<file path="config.mk">
export PLATFORM = sky130hd
export DESIGN_NAME = bba_ctrl
export DESIGN_NICKNAME = d
export VERILOG_FILES = /design/src/bba_pkg.sv /design/src/bba_ctrl.sv
export SDC_FILE = /design/constraint.sdc
export NUM_CORES = 1
export LEC_CHECK = 0
export ABC_AREA = 1
export BUFFER_PORTS_ARGS = -buffer_cell sky130_fd_sc_hd__buf_2
export CAP_MARGIN = 20
export CORE_MARGIN = 2
export CORE_UTILIZATION = 45
export DETAILED_ROUTE_END_ITERATION = 8
export PLACE_DENSITY = 0.78
export SLEW_MARGIN = 10
export SYNTH_ARGS = -nofsm -noshare
export SYNTH_HDL_FRONTEND = slang
export SYNTH_SLANG_ARGS = --single-unit
</file>
<file path="constraint.sdc">
create_clock -name clk -period 1.5 [get_ports clk]
set_input_delay 0.15 -clock clk [delete_from_list [all_inputs] [get_ports clk]]
set_output_delay 0.15 -clock clk [all_outputs]
set_load 0.01 [all_outputs]
</file>
<file path="src/bba_pkg.sv">
// ---------------------------------------------------------------------------
// bba_pkg
// Shared constants, codes, types and helpers of the buddy block allocator.
// ---------------------------------------------------------------------------
`default_nettype none

package bba_pkg;

    // sizing
    localparam int MAX_ORDER_LIMIT     = 10;
    localparam int MAX_MIN_BLOCK_SHIFT = 12;
    localparam int NUM_BLK             = 1 << MAX_ORDER_LIMIT;
    localparam int NUM_ENT             = 2 * NUM_BLK - 1;
    localparam int NUM_ORD             = MAX_ORDER_LIMIT + 1;
    localparam int IDX_W               = MAX_ORDER_LIMIT;
    localparam int ADDR_W              = MAX_ORDER_LIMIT + 1;
    localparam int CNT_W               = MAX_ORDER_LIMIT + 1;
    localparam int ORD_W               = 4;
    localparam int SIZE_W              = 23;
    localparam int OFFS_W              = 22;
    localparam int STAT_W              = 3;
    localparam int CLOG_W              = 5;

    // result status codes
    localparam logic [STAT_W-1:0] ST_OK     = 3'd0;
    localparam logic [STAT_W-1:0] ST_ZERO   = 3'd1;
    localparam logic [STAT_W-1:0] ST_BIG    = 3'd2;
    localparam logic [STAT_W-1:0] ST_NOFREE = 3'd3;
    localparam logic [STAT_W-1:0] ST_BADOFF = 3'd4;

    // request types
    localparam logic REQ_ALLOC = 1'b0;
    localparam logic REQ_FREE  = 1'b1;

    // register index (paddr bit 2)
    localparam logic REG_SHIFT = 1'b0;
    localparam logic REG_MAXO  = 1'b1;

    // datapath operations
    localparam logic [4:0] OP_NONE        = 5'd0;
    localparam logic [4:0] OP_CLEAR       = 5'd1;
    localparam logic [4:0] OP_LATCH       = 5'd2;
    localparam logic [4:0] OP_START_ALLOC = 5'd3;
    localparam logic [4:0] OP_NEXT_ORD    = 5'd4;
    localparam logic [4:0] OP_SPLIT_RD    = 5'd5;
    localparam logic [4:0] OP_SPLIT_WR    = 5'd6;
    localparam logic [4:0] OP_PUSH        = 5'd7;
    localparam logic [4:0] OP_POP_RD      = 5'd8;
    localparam logic [4:0] OP_ALLOC_DONE  = 5'd9;
    localparam logic [4:0] OP_FREE_RD     = 5'd10;
    localparam logic [4:0] OP_FREE_CHK    = 5'd11;
    localparam logic [4:0] OP_SCAN_INIT   = 5'd12;
    localparam logic [4:0] OP_SCAN_RD     = 5'd13;
    localparam logic [4:0] OP_SHIFT_RD    = 5'd14;
    localparam logic [4:0] OP_SHIFT_WR    = 5'd15;
    localparam logic [4:0] OP_MERGE       = 5'd16;
    localparam logic [4:0] OP_PUSH_DONE   = 5'd17;
    localparam logic [4:0] OP_ERR         = 5'd18;
    localparam logic [4:0] OP_OUT         = 5'd19;

    // controller to datapath
    typedef struct packed {
        logic [4:0]        op;
        logic [STAT_W-1:0] code;
    } cmd_t;

    // datapath to controller
    typedef struct packed {
        logic cfg_wr;
        logic clr_done;
        logic req_free;
        logic size_zero;
        logic too_large;
        logic off_bad;
        logic rec_zero;
        logic cnt_zero;
        logic ord_gt_want;
        logic ord_gt_max;
        logic ord_lt_max;
        logic pos_zero;
        logic match;
        logic shift_more;
        logic out_busy;
    } sts_t;

    // first slot of an order's list in the entry memory
    function automatic logic [ADDR_W-1:0] slot_base(input logic [ORD_W-1:0] k);
        logic [ADDR_W:0] full;
        full = (ADDR_W+1)'(1 << ADDR_W);
        full = full - (full >> k);
        return full[ADDR_W-1:0];
    endfunction

    // slot count of an order's list
    function automatic logic [CNT_W-1:0] slot_cap(input logic [ORD_W-1:0] k);
        logic [CNT_W-1:0] c;
        c = CNT_W'(NUM_BLK);
        return c >> k;
    endfunction

endpackage

`default_nettype wire

</file>
<file path="src/bba_ctrl.sv">
// ---------------------------------------------------------------------------
// bba_ctrl
// Sequencer of the buddy allocator: clear pass, order search, splits,
// buddy scan and merge, result hand-off.
// ---------------------------------------------------------------------------
`default_nettype none

module bba_ctrl (
    input  logic          clk,
    input  logic          rst_n,
    input  logic          in_valid,
    output logic          in_ready,
    input  bba_pkg::sts_t sts,
    output bba_pkg::cmd_t cmd
);

    localparam logic [3:0] S_CLEAR     = 4'd0;
    localparam logic [3:0] S_IDLE      = 4'd1;
    localparam logic [3:0] S_DECODE    = 4'd2;
    localparam logic [3:0] S_SEARCH    = 4'd3;
    localparam logic [3:0] S_SPLIT_WR  = 4'd4;
    localparam logic [3:0] S_SPLIT_PSH = 4'd5;
    localparam logic [3:0] S_POP_WR    = 4'd6;
    localparam logic [3:0] S_FREE_CHK  = 4'd7;
    localparam logic [3:0] S_MERGE     = 4'd8;
    localparam logic [3:0] S_SCAN      = 4'd9;
    localparam logic [3:0] S_CMP       = 4'd10;
    localparam logic [3:0] S_SHIFT     = 4'd11;
    localparam logic [3:0] S_SHIFT_WR  = 4'd12;
    localparam logic [3:0] S_PUSH      = 4'd13;
    localparam logic [3:0] S_DONE      = 4'd14;

    logic [3:0] state_reg, state_next;

    assign in_ready = (state_reg == S_IDLE);

    // next state and command
    always_comb
    begin
        state_next = state_reg;
        cmd.op     = bba_pkg::OP_NONE;
        cmd.code   = bba_pkg::ST_OK;
        unique case (state_reg)
            S_CLEAR:
            begin
                cmd.op = bba_pkg::OP_CLEAR;
                if (sts.clr_done)
                    state_next = S_IDLE;
            end
            S_IDLE:
                if (in_valid)
                begin
                    cmd.op     = bba_pkg::OP_LATCH;
                    state_next = S_DECODE;
                end
            S_DECODE:
                if (sts.req_free)
                begin
                    if (sts.off_bad)
                    begin
                        cmd.op     = bba_pkg::OP_ERR;
                        cmd.code   = bba_pkg::ST_BADOFF;
                        state_next = S_DONE;
                    end
                    else
                    begin
                        cmd.op     = bba_pkg::OP_FREE_RD;
                        state_next = S_FREE_CHK;
                    end
                end
                else if (sts.size_zero)
                begin
                    cmd.op     = bba_pkg::OP_ERR;
                    cmd.code   = bba_pkg::ST_ZERO;
                    state_next = S_DONE;
                end
                else if (sts.too_large)
                begin
                    cmd.op     = bba_pkg::OP_ERR;
                    cmd.code   = bba_pkg::ST_BIG;
                    state_next = S_DONE;
                end
                else
                begin
                    cmd.op     = bba_pkg::OP_START_ALLOC;
                    state_next = S_SEARCH;
                end
            S_SEARCH:
                if (sts.ord_gt_max)
                begin
                    cmd.op     = bba_pkg::OP_ERR;
                    cmd.code   = bba_pkg::ST_NOFREE;
                    state_next = S_DONE;
                end
                else if (sts.cnt_zero)
                    cmd.op = bba_pkg::OP_NEXT_ORD;
                else if (sts.ord_gt_want)
                begin
                    cmd.op     = bba_pkg::OP_SPLIT_RD;
                    state_next = S_SPLIT_WR;
                end
                else
                begin
                    cmd.op     = bba_pkg::OP_POP_RD;
                    state_next = S_POP_WR;
                end
            S_SPLIT_WR:
            begin
                cmd.op     = bba_pkg::OP_SPLIT_WR;
                state_next = S_SPLIT_PSH;
            end
            S_SPLIT_PSH:
            begin
                cmd.op     = bba_pkg::OP_PUSH;
                state_next = S_SEARCH;
            end
            S_POP_WR:
            begin
                cmd.op     = bba_pkg::OP_ALLOC_DONE;
                state_next = S_DONE;
            end
            S_FREE_CHK:
                if (sts.rec_zero)
                begin
                    cmd.op     = bba_pkg::OP_ERR;
                    cmd.code   = bba_pkg::ST_BADOFF;
                    state_next = S_DONE;
                end
                else
                begin
                    cmd.op     = bba_pkg::OP_FREE_CHK;
                    state_next = S_MERGE;
                end
            S_MERGE:
                if (sts.ord_lt_max)
                begin
                    cmd.op     = bba_pkg::OP_SCAN_INIT;
                    state_next = S_SCAN;
                end
                else
                    state_next = S_PUSH;
            S_SCAN:
                if (sts.pos_zero)
                    state_next = S_PUSH;
                else
                begin
                    cmd.op     = bba_pkg::OP_SCAN_RD;
                    state_next = S_CMP;
                end
            S_CMP:
                state_next = sts.match ? S_SHIFT : S_SCAN;
            S_SHIFT:
                if (sts.shift_more)
                begin
                    cmd.op     = bba_pkg::OP_SHIFT_RD;
                    state_next = S_SHIFT_WR;
                end
                else
                begin
                    cmd.op     = bba_pkg::OP_MERGE;
                    state_next = S_MERGE;
                end
            S_SHIFT_WR:
            begin
                cmd.op     = bba_pkg::OP_SHIFT_WR;
                state_next = S_SHIFT;
            end
            S_PUSH:
            begin
                cmd.op     = bba_pkg::OP_PUSH_DONE;
                state_next = S_DONE;
            end
            S_DONE:
                if (!sts.out_busy)
                begin
                    cmd.op     = bba_pkg::OP_OUT;
                    state_next = S_IDLE;
                end
            default:
                state_next = S_CLEAR;
        endcase
        // a config write restarts the clear pass
        if (sts.cfg_wr)
        begin
            cmd.op     = bba_pkg::OP_NONE;
            state_next = S_CLEAR;
        end
    end

    always_ff @(posedge clk or negedge rst_n)
    begin
        if (!rst_n)
            state_reg <= S_CLEAR;
        else
            state_reg <= state_next;
    end

endmodule

`default_nettype wire

</file>
Yosys cells after proc, flatten, opt, wreduce, memory -nomap -nowiden

Index checks and enable logic that the tools add are counted.

Bits in registers: 4
Input port bits: 18
Output and inout port bits: 9
Word-level logic and storage cells: 59

Equality and inequality tests: 18
Multiplexer cells: 37
Reduce and logical (&&, ||, !) cells: 3

Operator list:

| kind                                           | number |
|---|---|
| one-hot mux 5 bit (14 select lines)            | 1 |
| two-way mux 4 bit                              | 14 |
| one-hot mux 4 bit (14 select lines)            | 1 |
| two-way mux 5 bit                              | 7 |
| == test 4 bit (second input constant)          | 7 |
| two-way mux 3 bit                              | 6 |
| == test 4 x 3 -> 1 bit (second input constant) | 4 |
| two-way mux 8 bit                              | 2 |
| two-way mux 2 bit                              | 5 |
| one-hot mux 3 bit (3 select lines)             | 1 |
| == test 4 x 2 -> 1 bit (second input constant) | 2 |
| != test 3 bit (second input constant)          | 2 |
| == test 4 x 1 -> 1 bit (second input constant) | 1 |
| logical NOT 4 bit                              | 1 |
| != test 4 bit (second input constant)          | 1 |
| AND reduction 4 bit                            | 1 |
| != test 3 x 2 -> 1 bit (second input constant) | 1 |
| OR reduction 2 bit                             | 1 |

Longest topological paths before layout

Gate-level depths: netlist of the first run.

Word-level depth: 5
Depth in mapped cells: 10
Gate-level depth less buffers: 9

Worst setup path after synthesis of the first run

No wires, ideal clock.

Path type: flip-flop to output port
Start: register state_reg[0]
End: output port cmd[1] (netlist bit)
Arrival: 1.221 ns
Required time: 1.350 ns
Setup slack: 0.129 ns
Stages on the path, launching flop included: 6
Buffers on the path: 0
Path through: dfrtp_1 inv_1 nand2_1 inv_1 nand2_2 o41ai_1

RTL lines:

| what                   | RTL line        | RTL |
|---|---|---|
| from (decl)            | bba_ctrl.sv:33  | `logic [3:0] state_reg, state_next;` |
| from (signal assigned) | bba_ctrl.sv:195 | `state_reg <= state_next;` |
| to (decl)              | bba_ctrl.sv:14  | `output bba_pkg::cmd_t cmd` |

==> results of run 1 <==
[synth_stat cells (2+ instances only)]
master	number	area [um2]
a21oi_1	4	20.0
nand3b_1	2	15.0
nor2_2	3	18.8
nand3_1	10	50.1
o21ai_0	8	40.0
nand2_1	58	218
o31ai_1	2	15.0
nor2_1	32	120
inv_1	28	105
dfrtp_1	4	100
nand4_1	2	12.5
[power breakdown]
group          total (W)  internal (W)  leakage [nW]  switching (W)
clock network   0.000142     0.0000901        0.0138      0.0000523
logic            0.00133      0.000526         0.691       0.000799
registers       0.000276      0.000153        0.0479       0.000122
total            0.00174      0.000770         0.753       0.000974
[per-stage QoR]
| step | area, um2 | std cells | utilization | TNS, ns | hold WS [ns] |
|---|---|---|---|---|---|
| 2_1_floorplan | 768 | 160 | - | 0 | -0.146 |
| 3_3_place_gp | 971 | 209 | 0.623 | -0.110 | -0.0457 |
| 3_5_place_dp | 971 | 209 | 0.623 | -0.112 | -0.0427 |
| 4_1_cts | 1170 | 222 | 0.752 | -1.16 | 0.221 |
| 5_1_grt | 1230 | 224 | 0.789 | -2.67 | 0.248 |
| 6_report | 1230 | 224 | 0.789 | -2.03 | 0.218 |
[final timing paths]
check | start | end | slack (ns) | cells past startpoint
min in group asynchronous | rst_n | state_reg[2] | 0.25 | 2
worst min-delay path | sts[0] | state_reg[3] | 0.22 | 3
worst max register to register | state_reg[2] | state_reg[2] | -0.17 | 11
max in group asynchronous | rst_n | state_reg[1] | 1.10 | 2
worst min register to register | state_reg[1] | state_reg[1] | 0.68 | 2
worst max-delay path | state_reg[2] | cmd[7] | -0.29 | 8
[routing by layer]
metal  part of all wire  vias up  wire length [um]
li1                   -      590                 -
met1               0.36      563              1220
met2               0.45      130              1530
met3               0.14       29               457
met4              0.054        0               182
met5                  0        -                 0
[layout make-up]
| cell class | instances | area share |
|---|---|---|
| Clock buffer | 3 | 0.0183 |
| Timing Repair Buffer | 46 | 0.233 |
| Multi-Input combinational cell | 127 | 0.557 |
| Sequential cell | 4 | 0.0855 |
| Tap cell | 16 | 0.0163 |
| Inverter | 28 | 0.0895 |
[timing repair]
action	4_1_cts	5_1_grt
resized for setup	39	13
setup endpoints to repair	8	12
pin swaps	8	6
buffers inserted	9	2
hold endpoints to repair	4	0
hold buffers	1	0
[worst max-delay path: stages (launching register included)]
cell     delay (ns)
dfrtp_2        0.47
inv_4          0.13
nand2_4        0.09
nor2_4         0.13
inv_1          0.06
o21ai_1        0.16
nor2_1         0.09
a21oi_2        0.13
buf_2          0.14
[kinds of logic (layout without fill, tap and decap cells)]
group	Yosys count	in the layout	share of synthesized area
AO/OA/AOI/OAI	17	17	0.129
buffers and inverters	29	77	0.147
flip-flops	4	4	0.130
AND/OR/NAND/NOR	110	110	0.594
==> metrics.md, run 1 <==
| Metric | Value |
|---|---|
| Routed WL | 3380 um |
| Routability cong. | 0.941 |
| Full die area | 2050 um2 |
| Run status | finished, violations left |
| CP Class | reg -> out |
| Final HPWL DP | 1970 um |
| Setup ws final | -0.292 ns |
| Part of the cycle the worst path needs | 1.19 |
| Drt wl/cell | 15.1 um |
| First DRT Iteration DRCs | 135 |
| Initial antenna violation count | 0 |
| CTS tree | done |
| Die width | 45.3 um |
| P_leak | 0.753 nW |
| Commonest non-fill, non-tap cell in the layout | nand2_1 |
| Seq cells post-synth | 4 |
| Pwr Density | 1420 nW/um2 |
| Setup violators final | 11 |
| EDFF count, synth | 0 |
| Most frequent cells in the layout | 46 x nand2_1, 26 x buf_2, 25 x nor2_1 |
| Area of the multi-input gates | 686 um2 |
| Max Slew Vio Count | 0 |
| Async SR Flop Fraction | 1.00 |
| I/O pin count | 27 |
| Total power draw | 0.00174 W |
| Netlist cell types | 18 |
| Clk Tree Root Cell | clkbuf_4 |
| Core box area | 1560 um2 |
| VDD IR max | 0.925 mV |
| Violated checks | setup timing |
| Met2 Use GR | 0.594 |
| ANT nets after route | 0 |
| Most common flop cell mapped by yosys | dfrtp_1 |
| Fillers | 109 |
| Slew at the pin with the worst max-slew slack | 0.390 ns |
| Die height | 45.3 um |
| YS warnings | 0 |
| GRT Util Overall | 0.342 |
| Area Growth Syn to Fin | 60.1% |
| Sequential Area | 105 um2 |
| Num Clock Sinks | 4 |
| Max_cap viols | 0 |
| Num CTS Buffers | 3 |
| CP Capture Type | output port |
| Cells after Synth | 160 |
| Worst EP arrival | 1.64 ns |
| Final Hold Fails | 0 |
| Synthesized cell area | 768 um2 |
| Max FFs per register | 4 |
| Met1 global-route usage | 0.426 |
| Vias in the first global route | 1139 |
| Maximum number of pins on one net before global-route repair | 9 |
| Achievable Freq | 558 MHz |
| Critical Path RT | 1.35 ns |
| Startpoint types | flop |
| Detailed-route DRC error count | 0 |
| Slew headroom | 0.737 |
| DR pass1 iterations | 5 |
| Type of the tightest min-delay check | in -> reg |
| Initial Utilization | 0.493 |
| Post-layout min period | 1.79 ns |
| GRT busiest layer | met2 |
| Share of layout cells above drive strength 1 | 0.418 |
| ANT cells | 0 |
| Clock latency on the worst-skew pair | 0.24 ns |
| Pre-CTS setup slack | -0.0827 ns |
| Total number of vias | 1312 |
| Unrepaired setup endpoints after global routing | yes |
| IO buf count | 26 |
| Syn_area_per_cell | 4.80 um2 |
| Worst Skew | 0.00979 ns |
| First-pass GRT wire length | 5020 um |
| Row count | 14 |
| CP max FO | 4 |
| Vias/cell | 5.86 |
| GR Util met3 | 0.0520 |
| CTS max path bufs | 2 |
| CTS H-tree lvls | 1 |
| Register area share after synthesis | 0.130 |
| Worst-path clk slew | 0.05 ns |
| Nets | 228 |
| Synth Net Count | 178 |
| Overflow after GRT | 0 |
Power figures use the tool's default switching activity.
==> inputs of run 2 (changes only) <==
TNS_END_PERCENT = 1   (was default)
==> run 2 against run 1 <==
The run still ends with setup timing left. Setup slack worse by 0.023 ns. Power rose by 4.0%. Cell area increased by 0.41%. Clock skew is 0.0028 ns higher. Global-route usage is 0.16 points lower. Critical endpoint is now cmd[4]. Highest routed layer unchanged.
==> metrics.md, run 2 (synthesis results as in run 1) <==
| Metric | Value |
|---|---|
| CP Class | reg -> out |
| VDD IR max | 1.16 mV (+26%) |
| Row count | 14 (unchanged) |
| CTS H-tree lvls | 1 (unchanged) |
| Fin Hold WS | 0.236 ns (+0.0179 ns) |
| Drt wl/cell | 16.0 um (+6.1%) |
| Initial antenna violation count | 0 (unchanged) |
| Die width | 45.3 um (unchanged) |
| Critical Path RT | 1.35 ns (about the same) |
| Part of the cycle the worst path needs | 1.21 (+0.0154) |
| Core box area | 1560 um2 (unchanged) |
| First DRT Iteration DRCs | 86 (-36%) |
| Most frequent cells in the layout | 45 x nand2_1, 26 x buf_2, 23 x nor2_1, 23 x inv_1, 17 x buf_4 |
| Total number of vias | 1319 (+0.53%) |
| Clock latency on the worst-skew pair | 0.25 ns (about the same) |
| Fillers | 106 (-2.8%) |
| Core Util, Final | 0.792 (+0.00321) |
| Initial Utilization | 0.493 (unchanged) |
| DR pass1 iterations | 6 (+1) |
| Worst-path clk slew | 0.04 ns (about the same) |
| P_leak | 0.749 nW (-0.61%) |
| CTS tree | done |
| Routed WL | 3570 um (+5.6%) |
| Slowest CP cell | dfrtp_4 |
| Overflow after GRT | 0 (unchanged) |
| Area of the multi-input gates | 696 um2 (+1.5%) |
| Sequential Area | 108 um2 (+2.4%) |
| Pwr Density | 1470 nW/um2 (+3.6%) |
| Detailed-route DRC error count | 0 (unchanged) |
| ANT nets after route | 0 (unchanged) |
| CP Capture Type | output port |
| Peak per-stage delay on the critical path | 0.57 ns (+0.10 ns) |
| Max Slew Vio Count | 0 (unchanged) |
| IO buf count | 26 (unchanged) |
| Worst Skew | 0.0126 ns (+0.00285 ns) |
| Violated checks | setup timing |
| Setup ws final | -0.315 ns (-0.0232 ns) |
| Area Growth Syn to Fin | 60.7% |
| Vias in the first global route | 1160 (+1.8%) |
| Die height | 45.3 um (unchanged) |
| Full die area | 2050 um2 (unchanged) |
| First-pass GRT wire length | 4980 um (-0.84%) |
| Worst EP arrival | 1.67 ns (+0.03 ns) |
| Slew headroom | 0.810 (+0.0723) |
| Crit path cell chain | inv_4, nand2_4, buf_4, o21ai_1, nor2_1, a21oi_1, buf_2 |
| Run status | finished, violations left |
| Final HPWL DP | 1970 um (unchanged) |
| I/O pin count | 27 (unchanged) |
| Commonest non-fill, non-tap cell in the layout | nand2_1 |
| Final Hold Fails | 0 (unchanged) |
| Num Clock Sinks | 4 (unchanged) |
| Routability cong. | 0.941 (unchanged) |
| Post-layout min period | 1.82 ns (+0.0232 ns) |
| CTS max path bufs | 2 (unchanged) |
| Max_cap viols | 0 (unchanged) |
| Vias/cell | 5.91 (+0.98%) |
| Achievable Freq | 551 MHz (-1.3%) |
| Nets | 227 (-0.44%) |
| Slew at the pin with the worst max-slew slack | 0.283 ns (-0.107 ns) |
| Clk Tree Root Cell | clkbuf_4 |
| GRT Util Overall | 0.340 (-0.00164) |
| Unrepaired setup endpoints after global routing | yes |
| Maximum number of pins on one net before global-route repair | 9 (unchanged) |
| Max FFs per register | 4 (unchanged) |
| Share of layout cells above drive strength 1 | 0.430 (+0.0117) |
| ANT cells | 0 (unchanged) |
| Startpoint types | flop |
| CP max FO | 7 (+3) |
| Setup violators final | 11 (unchanged) |
| Type of the tightest min-delay check | in -> reg |
| Num CTS Buffers | 3 (unchanged) |
## run 2: critical path: cells and delay by family, from the launching register on
kind                   cells  cell delay [ns]
AOI/OAI and AO/OA          2             0.28
buffers and inverters      3             0.42
DFF                        1             0.57
and+or+nand+nor            2             0.15
## run 2: through the flow
stage	TNS, ns	setup WS (ns)	cell area, um2	power, W	cells
5_1_grt	-3.14	-0.410	1230	0.00191	223
4_1_cts	-1.16	-0.172	1160	0.00152	220
3_5_place_dp	-0.112	-0.0827	971	0.00116	209
3_3_place_gp	-0.110	-0.0473	971	0.00115	209
2_1_floorplan	0	0.129	768	0.000831	160
6_report	-2.42	-0.315	1230	0.00181	223
## run 2: worst paths after layout
path,startpoint,end,slack [ns],depth (start not counted)
worst max-delay path,state_reg[3],cmd[4],-0.32,7
worst min-delay path,sts[0],state_reg[3],0.24,3
worst max register to register,state_reg[2],state_reg[2],-0.15,11
worst min register to register,state_reg[0],state_reg[0],0.75,3
max in group asynchronous,rst_n,state_reg[3],1.09,2
min in group asynchronous,rst_n,state_reg[0],0.25,2
## run 2: final cells by class
cell class / instances / share of cell area
tap: 16 / 0.0162
clock buffer: 3 / 0.0182
inverter: 28 / 0.0892
multi-input combinational: 127 / 0.563
timing repair buffer: 45 / 0.226
sequential: 4 / 0.0871
## run 2: timing repair
action | CTS | global route
hold buffers | 1 | 0
setup buffers | 7 | 3
resized for setup | 38 | 18
gates cloned | 0 | 0
setup endpoints to repair | 8 | 12
hold endpoints to repair | 4 | 0
pin swaps | 8 | 9
## run 2: layer usage
metal | global-route usage | up-vias | wire [um]
li1 | - | 593 | -
met1 | 0.397 | 581 | 1300
met2 | 0.589 | 109 | 1630
met3 | 0.0640 | 36 | 365
met4 | 0.171 | 0 | 267
met5 | 0 | - | 0
## run 2: report_power, final
group	switching (W)	internal [W]	leakage, nW
Combinational	0.000851	0.000525	0.687
Sequential	0.000123	0.000157	0.0476
Clock	0.0000663	0.0000911	0.0138
Total	0.00104	0.000774	0.749
